===== src/rtl/scd_pkg.sv =====
`timescale 1ns / 1ps
// Shared constants, types and the sine quarter-wave table of the stereo chorus.
// Used by scd_ctrl, scd_datapath and the top level; depends on nothing.
package scd_pkg;

    localparam int LINE_LENGTH  = 4096;
    localparam int PTR_W        = $clog2(LINE_LENGTH);
    localparam int SINE_ENTRIES = 1024;
    localparam int SINE_IDX_W   = $clog2(SINE_ENTRIES);
    localparam int QUARTER      = SINE_ENTRIES / 4;
    localparam int QTR_W        = $clog2(QUARTER);
    localparam int CFG_W        = 12;
    localparam int DEP_W        = (PTR_W > CFG_W) ? PTR_W : CFG_W;
    localparam int OFF_W        = DEP_W + 17;
    localparam int MUL_W        = 18;
    localparam int PROD_W       = 2 * MUL_W;
    localparam int ACC_W        = PROD_W + 1;
    localparam int TRQ_W        = ACC_W - 15;
    localparam int SAT_W        = TRQ_W + 1;
    localparam int PHASE_W      = 24;
    localparam int DATA_W       = 20;

    localparam logic [CFG_W-1:0] DELAY_RESET    = 12'd132;
    localparam logic [CFG_W-1:0] DEPTH_RESET    = 12'd4;
    localparam logic [19:0]      LFO_RESET      = 20'd380;
    localparam logic [14:0]      FEEDBACK_RESET = 15'd20972;
    localparam logic [15:0]      WIDTH_RESET    = 16'hF5EC;

    localparam longint unsigned Q30_ONE     = 64'd1073741824;
    localparam longint unsigned HALF_PI_Q30 = 64'd1686629713;

    typedef enum logic [2:0] {
        REG_DELAY    = 3'd0,
        REG_DEPTH    = 3'd1,
        REG_LFO      = 3'd2,
        REG_FEEDBACK = 3'd3,
        REG_WIDTH    = 3'd4
    } cfg_reg_t;

    typedef enum logic [9:0] {
        OP_IDLE   = 10'b00_0000_0001,
        OP_OFFSET = 10'b00_0000_0010,
        OP_ADDR   = 10'b00_0000_0100,
        OP_TAPA   = 10'b00_0000_1000,
        OP_TAPB   = 10'b00_0001_0000,
        OP_FEED   = 10'b00_0010_0000,
        OP_SUM    = 10'b00_0100_0000,
        OP_MIX1   = 10'b00_1000_0000,
        OP_MIX2   = 10'b01_0000_0000,
        OP_MIX3   = 10'b10_0000_0000
    } op_t;

    typedef struct packed {
        op_t  op;
        logic load;
        logic out_load;
    } cmd_t;

    typedef logic [14:0] sine_rom_t [0:QUARTER];

    // Quarter-wave magnitudes from the Q30 Taylor series, built at elaboration.
    function automatic sine_rom_t build_sine();
        sine_rom_t tab;
        longint unsigned a;
        longint unsigned a2;
        longint unsigned t;
        longint unsigned s;
        longint unsigned mag;
        for (int k = 0; k <= QUARTER; k++)
        begin
            a   = (64'(4 * k) * HALF_PI_Q30) / SINE_ENTRIES;
            a2  = (a * a) >> 30;
            t   = Q30_ONE - a2 / 72;
            t   = Q30_ONE - ((a2 * t) >> 30) / 42;
            t   = Q30_ONE - ((a2 * t) >> 30) / 20;
            t   = Q30_ONE - ((a2 * t) >> 30) / 6;
            s   = (a * t) >> 30;
            mag = (s * 32767 + (Q30_ONE >> 1)) >> 30;
            if (mag > 32767)
            begin
                mag = 32767;
            end
            tab[k] = mag[14:0];
        end
        return tab;
    endfunction

    localparam sine_rom_t SINE_QTR = build_sine();

    function automatic logic signed [15:0] sine_value(logic [SINE_IDX_W-1:0] si);
        logic [1:0]       quad;
        logic [QTR_W:0]   k;
        logic [15:0]      mag;
        quad = si[SINE_IDX_W-1 -: 2];
        k    = quad[0] ? ((QTR_W+1)'(QUARTER) - {1'b0, si[QTR_W-1:0]})
                       : {1'b0, si[QTR_W-1:0]};
        mag  = {1'b0, SINE_QTR[k]};
        return quad[1] ? -$signed(mag) : $signed(mag);
    endfunction

    // Divide by 2^15, rounding toward zero.
    function automatic logic signed [TRQ_W-1:0] trunc_q15(logic signed [ACC_W-1:0] x);
        logic signed [ACC_W-1:0] b;
        b = x + (x[ACC_W-1] ? ACC_W'(32767) : ACC_W'(0));
        return b[ACC_W-1:15];
    endfunction

    function automatic logic signed [15:0] sat16(logic signed [SAT_W-1:0] x);
        if (x > SAT_W'(32767))
        begin
            return 16'sh7FFF;
        end
        if (x < -SAT_W'(32768))
        begin
            return 16'sh8000;
        end
        return x[15:0];
    endfunction

endpackage


===== src/rtl/scd_ctrl.sv =====
`timescale 1ns / 1ps
// Sequencer of the stereo chorus: steps one request through the datapath.
// Depends on scd_pkg.
module scd_ctrl (
    input  logic          clk,
    input  logic          rst_n,
    input  logic          in_valid,
    output logic          in_ready,
    output logic          out_valid,
    input  logic          out_ready,
    output scd_pkg::cmd_t cmd
);

    scd_pkg::op_t state_reg;
    scd_pkg::op_t state_next;
    logic         out_valid_reg;
    logic         out_valid_next;
    logic         out_free;

    assign in_ready = (state_reg == scd_pkg::OP_IDLE);
    assign out_free = !out_valid_reg || out_ready;

    always_comb
    begin
        state_next = state_reg;
        unique case (state_reg)
            scd_pkg::OP_IDLE:   if (in_valid) state_next = scd_pkg::OP_OFFSET;
            scd_pkg::OP_OFFSET: state_next = scd_pkg::OP_ADDR;
            scd_pkg::OP_ADDR:   state_next = scd_pkg::OP_TAPA;
            scd_pkg::OP_TAPA:   state_next = scd_pkg::OP_TAPB;
            scd_pkg::OP_TAPB:   state_next = scd_pkg::OP_FEED;
            scd_pkg::OP_FEED:   state_next = scd_pkg::OP_SUM;
            scd_pkg::OP_SUM:    state_next = scd_pkg::OP_MIX1;
            scd_pkg::OP_MIX1:   state_next = scd_pkg::OP_MIX2;
            scd_pkg::OP_MIX2:   state_next = scd_pkg::OP_MIX3;
            scd_pkg::OP_MIX3:   if (out_free) state_next = scd_pkg::OP_IDLE;
            default:            state_next = scd_pkg::OP_IDLE;
        endcase
    end

    always_comb
    begin
        cmd.op       = state_reg;
        cmd.load     = in_ready && in_valid;
        cmd.out_load = (state_reg == scd_pkg::OP_MIX3) && out_free;
    end

    always_comb
    begin
        out_valid_next = out_valid_reg;
        if (cmd.out_load)
        begin
            out_valid_next = 1'b1;
        end
        else if (out_ready)
        begin
            out_valid_next = 1'b0;
        end
    end

    always_ff @(posedge clk or negedge rst_n)
    begin
        if (!rst_n)
        begin
            state_reg     <= scd_pkg::OP_IDLE;
            out_valid_reg <= 1'b0;
        end
        else
        begin
            state_reg     <= state_next;
            out_valid_reg <= out_valid_next;
        end
    end

    assign out_valid = out_valid_reg;

endmodule


===== config.mk =====
export PLATFORM = sky130hd
export DESIGN_NAME = scd_ctrl
export DESIGN_NICKNAME = d
export VERILOG_FILES = /design/src/rtl/scd_pkg.sv /design/src/rtl/scd_ctrl.sv
export SDC_FILE = /design/constraint.sdc
export NUM_CORES = 1
export LEC_CHECK = 0
export BUFFER_PORTS_ARGS = -buffer_cell sky130_fd_sc_hd__buf_2
export CAP_MARGIN = 10
export CELL_PAD_IN_SITES_DETAIL_PLACEMENT = 1
export CELL_PAD_IN_SITES_GLOBAL_PLACEMENT = 1
export CORE_MARGIN = 4
export CORE_UTILIZATION = 40
export DETAILED_ROUTE_END_ITERATION = 12
export PLACE_DENSITY_LB_ADDON = 0.1
export RECOVER_POWER = 50
export SLEW_MARGIN = 30
export SYNTH_ARGS = -nofsm -noshare
export SYNTH_HDL_FRONTEND = slang
export SYNTH_SLANG_ARGS = --single-unit
export TNS_END_PERCENT = 30

===== constraint.sdc =====
create_clock -name clk -period 4.2 [get_ports clk]
set_clock_uncertainty 0.2 [all_clocks]
set_input_delay 0.42 -clock clk [delete_from_list [all_inputs] [get_ports clk]]
set_output_delay 0.42 -clock clk [all_outputs]
set_load 0.05 [all_outputs]

==> results of run 1 <==
-- worst max-delay path, cell delays in order (launching register included) --
cell,delay [ns]
dfrtp_1,0.48
nor4_1,0.61
nand2_1,0.20
nor3b_2,0.32
and2_1,0.16
buf_2,0.25
-- per-stage QoR --
step | hold slack [ns] | instance area (sq um)
CTS | 0.145 | 758
global placement | 0.104 | 722
detailed placement | 0.108 | 722
global route | 0.134 | 726
floorplan | -0.0756 | 653
finish | 0.143 | 726
-- synthesized netlist by cell type, types with 2 or more instances --
cell,count,share of area
nor3b_1,2,0.023
nor4_4,2,0.065
xor2_1,2,0.027
nor2_1,2,0.011
nor3_1,6,0.046
nand2_1,4,0.023
nand2b_1,2,0.019
buf_4,2,0.023
dfrtp_1,10,0.38
and2_1,3,0.029
inv_1,2,0.011
-- layer usage --
metal / wire length (um) / GRT usage
met5: 0 / 0
met3: 55 / 0.0429
met2: 711 / 0.202
met1: 720 / 0.189
met4: 38 / 0.111
-- kinds of logic after synthesis --
group / share of synthesized area
AOI/OAI and AO/OA: 0.0824
xor gates and xnor gates: 0.0402
buffers and inverters: 0.0670
DFF: 0.423
muxes: 0.0172
and+or+nand+nor: 0.370
-- cell type report --
class	instances	area (sq um)	area share
multi-input combinational	43	303	0.417
sequential	11	277	0.381
timing repair buffer	18	92.6	0.128
clock buffer	4	26.3	0.0362
tap	16	20.0	0.0276
inverter	2	7.51	0.0103
-- layout by cell type, fill, tap and decap left out, types with 3 or more instances in the layout --
cell type,netlist,layout
nor3_1,6,6
nor4_1,1,3
nand2_1,4,4
clkbuf_4,0,3
dfrtp_1,10,10
buf_2,1,15
clkbuf_1,0,3
-- where the power goes --
part	total [mW]	internal, mW	switching (mW)	leakage [nW]
Combinational	0.236	0.0710	0.165	0.202
Clock	0.0751	0.0368	0.0383	0.0150
Sequential	0.150	0.124	0.0258	0.149
Total	0.461	0.232	0.229	0.366
-- worst max-delay path by stage --
stage,startpoint,endpoint,cells past startpoint
floorplan,state_reg[8],cmd[1],5
global placement,state_reg[5],cmd[1],5
detailed placement,state_reg[4],cmd[1],5
CTS,state_reg[4],cmd[1],5
global route,state_reg[5],cmd[1],5
finish,state_reg[5],cmd[1],5
-- what timing repair did --
action                                 4_1_cts  5_1_grt
endpoints found under the hold margin       10        0
setup buffers                                0        0
hold buffers                                 1        0
==> results.cfg, run 1 <==
[global_routing]
track_usage = 0.147
grt_start_max_net_pins = 12
grt_pass1_vias = 512
grt-ovfl-total = 0
grt_antenna_before_repair = 0
grt_pass1_wl_um = 2600

[worst_hold_path]
hold_class = in -> reg
min_to = out_valid
min_path_cells = 2
min_from = out_ready

[finish]
final_core_util = 0.476
area_growth_pct = 11.1
layout-drive-gt1-share = 0.308
instances_no_fill = 94
insertedDiodeCount = 0
nFillCells = 189
largest_reg_flops = 10
nNetsFinal = 83

[floorplanning]
core.rowCount = 14
coreArea_sq_um = 1520
io_pins = 18
dieWidth_um = 48.4
start_util = 0.429
die_h_um = 48.4
die-area_sq_um = 2340

[setup_path]
crit_type = reg -> out
reg2reg_depth = 4
endpoint_kind = output port
ff2ff_setup_slack_ns = 2.13
cp_max_fo = 9
reg2reg_to = state_reg[0]
r2r_start = state_reg[5]
cp.arrival_ns = 2.30
startpoint_type = flip-flop
critical_path_required_ns = 3.58

[run_status]
status = finished, final reports clean

[timing]
slew-limit-headroom = 0.580
rsz0062_at_grt = no
finalWorstSetupSlack_ns = 1.28
fin_setup_tns_ns = 0
tightest_slew_ns = 0.624
fin_crit_sh = 0.695
fin_crit_ns = 2.92
final-setup-viol-count = 0
slew_violations = 0
hold_viol = 0
fmax_mhz = 343

[logic_synthesis]
ys_warn_count = 0
synth_edf_count = 0
ys_async_sr_fraction = 1.00
ys_seq_area_frac = 0.423
synth_seq_cells = 11
syn-cell-area_sq_um = 653
yosysUniqueCellTypes = 35
synth_flop_cell = dfrtp_1
synth_area_per_cell_sq_um = 10.7
syn_nets = 65
postSynthCellCount = 61

[placement]
dp.cells = 89
dp_hpwl_um = 1100
port_buffers = 17
place.gp.congestion = 0.746
pre_cts_slack_ns = 1.85

[drt]
routed_wl_um = 1530
drt_iter0_markers = 5
drtAntennaViolNets = 0
avgViaCountPerCell = 5.66
drc = 0
via_count = 532
drt-pass1-iter-count = 2
post_drt_wl_per_cell_um = 16.2

[clock_tree]
cts_tree = done
ctsResizeCount = 0
cts_buffers = 3
clkTransAtPathRegs_ns = 0.08
h-tree-depth = 1
clock_sinks = 11
root_buffer = clkbuf_4
clockBufferDepth = 2
clock_latency_ns = 0.28

[pwr]
power.density_nw_per_um2 = 635
p_leak_nw = 0.366
ir_worst_vdd_mv = 0.477
p_total_mw = 0.461

[run]
cap_violations = 0
No activity file was read; power rests on OpenSTA's default activity.
==> inputs of run 2 (changes only) <==
Settings changed: CORE_UTILIZATION 40 to 37.
Clock period 4.2 ns to 3 ns, I/O delays scaled along.
==> run 2 against run 1 <==
Clock-buffer cell count unchanged. Routed wire length is 2.2% higher. Worst hold slack worse by 0.12 ns. Cell count up 8.5%. Non-clock buffer count is the same. Sequential share of layout area down 1.2 points. Power grew 39%. Sequential cell count stayed put. Via count down 0.38%. Critical endpoint unchanged.
==> results.cfg, run 2 (synthesis gave the netlist of run 1 again) <==
[run_status]
status = finished, final reports clean

[global_routing]
grt_util_met3 = 0.0693
busiest_layer = met2
grtUsageMet1 = 0.182
grt-ovfl-total = 0
grtUsageMet2 = 0.235
grt_start_max_net_pins = 12
grt_antenna_before_repair = 0
track_usage = 0.154
grt_pass1_wl_um = 2760
grt_pass1_vias = 584

[setup_path]
critPathTopFamily = simple AND/OR/NAND/NOR gates
slowest_delay_ns = 0.51
crit_type = reg -> out
slowest_stage = nor4_1
reg2reg_depth = 4
startpoint_type = flip-flop
cp_max_fo = 9
cp.arrival_ns = 2.09
critical_path.n_buffers_inverters = 1
worstSetupPathDepth = 5
reg2reg_to = state_reg[0]
r2r_start = state_reg[8]
startpoint = state_reg[8]
critical_path_required_ns = 2.50
endpoint_kind = output port
critical_path.cell_chain = nor4_1 > nand2_1 > nor3b_2 > and2_1 > buf_2
ff2ff_setup_slack_ns = 1.13

[floorplanning]
dieWidth_um = 50.0
io_pins = 18
core.rowCount = 14
coreArea_sq_um = 1590
start_util = 0.410
die-area_sq_um = 2500
die_h_um = 50.0

[finish]
area_growth_pct = 14.8
layout-drive-gt1-share = 0.308
nNetsFinal = 83
layout_common_cells = buf_2 (14), dfrtp_1 (10), nor3_1 (6), nand2_1 (4), clkbuf_1 (4)
final_cell_area_sq_um = 749
instances_no_fill = 102
final_common_cell = buf_2
largest_reg_flops = 10
insertedDiodeCount = 0

[placement]
dp.cells = 97
placed_area_sq_um = 732
pre_cts_slack_ns = 0.858
place.gp.congestion = 0.736
dp_hpwl_um = 1180
port_buffers = 17

[drt]
post_drt_wl_per_cell_um = 15.3
drc = 0
avgViaCountPerCell = 5.20
drt_iter0_markers = 9
drtAntennaViolNets = 0
drt-pass1-iter-count = 4
routed_wl_um = 1560
via_count = 530

[timing]
fin_crit_sh = 0.863
slew-limit-headroom = 0.594
fin_crit_ns = 2.59
slew_violations = 0
tightest_slew_ns = 0.609
fmax_mhz = 386
final-setup-viol-count = 0
fin_hold_ws_ns = 0.0266
finalWorstSetupSlack_ns = 0.410
rsz0062_at_grt = no
fin_setup_tns_ns = 0
hold_viol = 0

[clock_tree]
clockBufferDepth = 2
h-tree-depth = 1
cts_tree = done
clock_latency_ns = 0.28
clkTransAtPathRegs_ns = 0.07
clock_sinks = 11
root_buffer = clkbuf_4
ctsResizeCount = 0
cts_buffers = 3

[pwr]
p_sw_frac = 0.494
p_leak_nw = 0.369
p_comb_frac = 0.505
ir_worst_vdd_mv = 0.500
power_frac_seq = 0.326
clkPwrFrac = 0.169
p_int_mw = 0.325
power.density_nw_per_um2 = 857
switchingPower_mw = 0.317

[worst_hold_path]
min_path_cells = 2
hold_class = in -> reg
min_from = out_ready
min_to = out_valid

[run]
cap_violations = 0
==> run 2: cell count changes in the layout (fill, tap and decap cells not counted), sizes merged <==
| cell | change |
|---|---|
| buf | -1 |
| clkbuf | +1 |
==> run 2: worst register-to-register path, cell delays in order, from the launching register on <==
cell	delay, ns
dfrtp_1	0.48
nor4_1	0.51
and2_0	0.28
a2bb2oi_1	0.11
a32o_1	0.23
==> run 2: worst max-delay path by stage <==
| stage | to |
|---|---|
| finish | cmd[1] |
| CTS | cmd[1] |
| global placement | cmd[1] |
| detailed placement | cmd[1] |
| floorplan | cmd[1] |
| global route | cmd[1] |
==> run 2: area by class of cell <==
cell class | instances | area [sq um]
repair buffers | 18 | 91.3
flip-flops and latches | 11 | 277
multi-input cells | 43 | 318
inverters | 2 | 7.51
well taps | 24 | 30.0
clock buffers | 4 | 26.3
fillers | 194 | 845
==> run 2: power groups by stage <==
stage | Combinational [mW] | Sequential (mW) | Clock (mW)
2_1_floorplan | 0.197 | 0.275 | 0
3_5_place_dp | 0.335 | 0.216 | 0
6_report | 0.324 | 0.210 | 0.109
3_3_place_gp | 0.329 | 0.213 | 0
5_1_grt | 0.347 | 0.216 | 0.124
4_1_cts | 0.336 | 0.213 | 0.115
==> run 2: layer usage <==
layer  part of all wire  up-vias
li1                   -      257
met1               0.47      253
met2               0.46       15
met3              0.049        5
met4              0.022        0
met5                  0        -
==> run 2: stage by stage <==
step,power (mW),utilization
floorplan,0.472,-
global placement,0.543,0.459
detailed placement,0.550,0.459
CTS,0.664,0.482
global route,0.686,0.470
finish,0.642,0.470
==> run 2: repair_timing <==
action,in CTS,in global routing
endpoints found under the setup margin,0,0
setup buffers,0,0
endpoints found under the hold margin,11,0
hold buffers,1,0
==> inputs of run 3 (changes only) <==
Settings changed: REMOVE_ABC_BUFFERS set to 1.
==> run 3 against run 2 <==
Global-route usage decreased by 1.4 points. Critical path depth unchanged. Sequential cell count unchanged. Register-to-register slack improved by 0.06 ns. Power decreased by 1.6%. Routed wire length decreased by 1.9%. Non-clock buffer count unchanged. Setup slack improved by 0.043 ns. Clock power decreased by 6%. Critical endpoint unchanged.
==> results.cfg, run 3 (synthesis gave the netlist of run 1 again) <==
[finish]
area_growth_pct = 14.4
nNetsFinal = 83
layout_common_cells = buf_2 (12), dfrtp_1 (10), nor3_1 (6), clkbuf_1 (6), nand2_1 (4)
nFillCells = 195
final_common_cell = buf_2
insertedDiodeCount = 0
largest_reg_flops = 10
layout-drive-gt1-share = 0.282
final_cell_area_sq_um = 747

[drt]
avgViaCountPerCell = 5.08
wl_met3_um = 58
met2_length_um = 716
via_count = 518
drc = 0
routed_wl_um = 1530
drt_iter0_markers = 1
top_layer_used = met3
post_drt_wl_per_cell_um = 15.0
wl_met1_um = 754
drt-pass1-iter-count = 3
drtAntennaViolNets = 0

[setup_path]
cp.arrival_ns = 2.05
critical_path.n_buffers_inverters = 1
critical_path_required_ns = 2.50
endpoint_kind = output port
startpoint = state_reg[8]
slowest_delay_ns = 0.48
ff2ff_setup_slack_ns = 1.19
reg2reg_depth = 4
crit_path_end = cmd[1]
cp_max_fo = 9
reg2reg_to = state_reg[0]
critical_path.cell_chain = nor4_1 > nand2_1 > nor3b_2 > and2_1 > buf_2
crit_type = reg -> out
slowest_stage = dfrtp_1
startpoint_type = flip-flop
worstSetupPathDepth = 5
r2r_start = state_reg[8]
critPathTopFamily = simple AND/OR/NAND/NOR gates

[pwr]
p_comb_frac = 0.508
switchingPower_mw = 0.308
p_int_mw = 0.325
clkPwrFrac = 0.163
power_frac_seq = 0.329
p_leak_nw = 0.361
ir_worst_vdd_mv = 0.415
power.density_nw_per_um2 = 847
p_sw_frac = 0.486

[timing]
fin_setup_tns_ns = 0
fin_crit_ns = 2.55
slew_violations = 0
fin_hold_ws_ns = 0.0313
fin_crit_sh = 0.849
tightest_slew_ns = 0.627
hold_viol = 0
fmax_mhz = 393
final-setup-viol-count = 0
rsz0062_at_grt = no
slew-limit-headroom = 0.582

[global_routing]
grt-ovfl-total = 0
track_usage = 0.140
grt_start_max_net_pins = 12
grt_pass1_wl_um = 2700
grt_pass1_vias = 572
grt_antenna_before_repair = 0

[floorplanning]
start_util = 0.410
dieWidth_um = 50.0
coreArea_sq_um = 1590
die-area_sq_um = 2500
io_pins = 18
die_h_um = 50.0
core.rowCount = 14

[worst_hold_path]
hold_class = in -> reg

[placement]
placed_area_sq_um = 732
port_buffers = 17
place.gp.congestion = 0.719
dp_hpwl_um = 1130

[clock_tree]
ctsResizeCount = 0
cts_tree = done
clock_sinks = 11
clockBufferDepth = 2
cts_buffers = 3
clkTransAtPathRegs_ns = 0.08
root_buffer = clkbuf_4
h-tree-depth = 1
clock_latency_ns = 0.26

[run]
cap_violations = 0

[run_status]
status = finished, final reports clean
-- run 3: cell types whose count changed in the layout (fill, tap and decap cells not counted) --
| cell | before | now |
|---|---|---|
| buf_2 | 14 | 12 |
| and2_0 | 1 | 0 |
| and2_1 | 2 | 3 |
| clkbuf_1 | 4 | 6 |
-- run 3: timing repair --
item                      4_1_cts  5_1_grt
hold endpoints to repair       11        0
hold buffers                    1        0
setup buffers                   0        0
-- run 3: per-layer routing --
metal,vias up,global-route usage
met5,-,0
met3,0,0.0392
met1,251,0.191
met2,11,0.217
li1,256,-
met4,0,0.0276
-- run 3: worst reg2reg max path, delay by kind of cell, from the launching register on --
kind / cells / cell delay [ns]
and+or+nand+nor: 2 / 0.75
DFF: 1 / 0.48
AOI/OAI and AO/OA: 2 / 0.32
-- run 3: power groups by stage --
| stage | clock network (mW) | registers (mW) | logic (mW) |
|---|---|---|---|
| 2_1_floorplan | 0 | 0.277 | 0.193 |
| 3_3_place_gp | 0 | 0.212 | 0.328 |
| 3_5_place_dp | 0 | 0.214 | 0.330 |
| 4_1_cts | 0.108 | 0.211 | 0.333 |
| 5_1_grt | 0.119 | 0.215 | 0.350 |
| 6_report | 0.103 | 0.208 | 0.321 |
-- run 3: final cells by class --
type	instances	area (sq um)	area share
clock buffer	4	26.3	0.0352
inverter	2	7.51	0.0101
multi-input combinational	43	318	0.425
sequential	11	277	0.370
tap	24	30.0	0.0402
timing repair buffer	18	88.8	0.119
-- run 3: stage by stage --
stage               cells  total power, mW  setup WS (ns)   util
floorplan              56            0.470         -0.184      -
global placement       97            0.540          0.878  0.459
detailed placement     97            0.544          0.833  0.459
CTS                   102            0.652          0.533  0.482
global route          102            0.683          0.192  0.469
finish                102            0.632          0.454  0.469
-- run 3: how the worst min path moves through the flow --
stage | endpoint | startpoint | cells after the start | slack (ns)
after floorplan | out_valid | rst_n | 0 | -0.20
after global placement | state_reg[7] | rst_n | 1 | -0.01
after detailed placement | state_reg[7] | rst_n | 1 | -0.009
after CTS | out_valid | out_ready | 2 | 0.02
after global routing | out_valid | out_ready | 2 | 0.03
final | out_valid | out_ready | 2 | 0.03
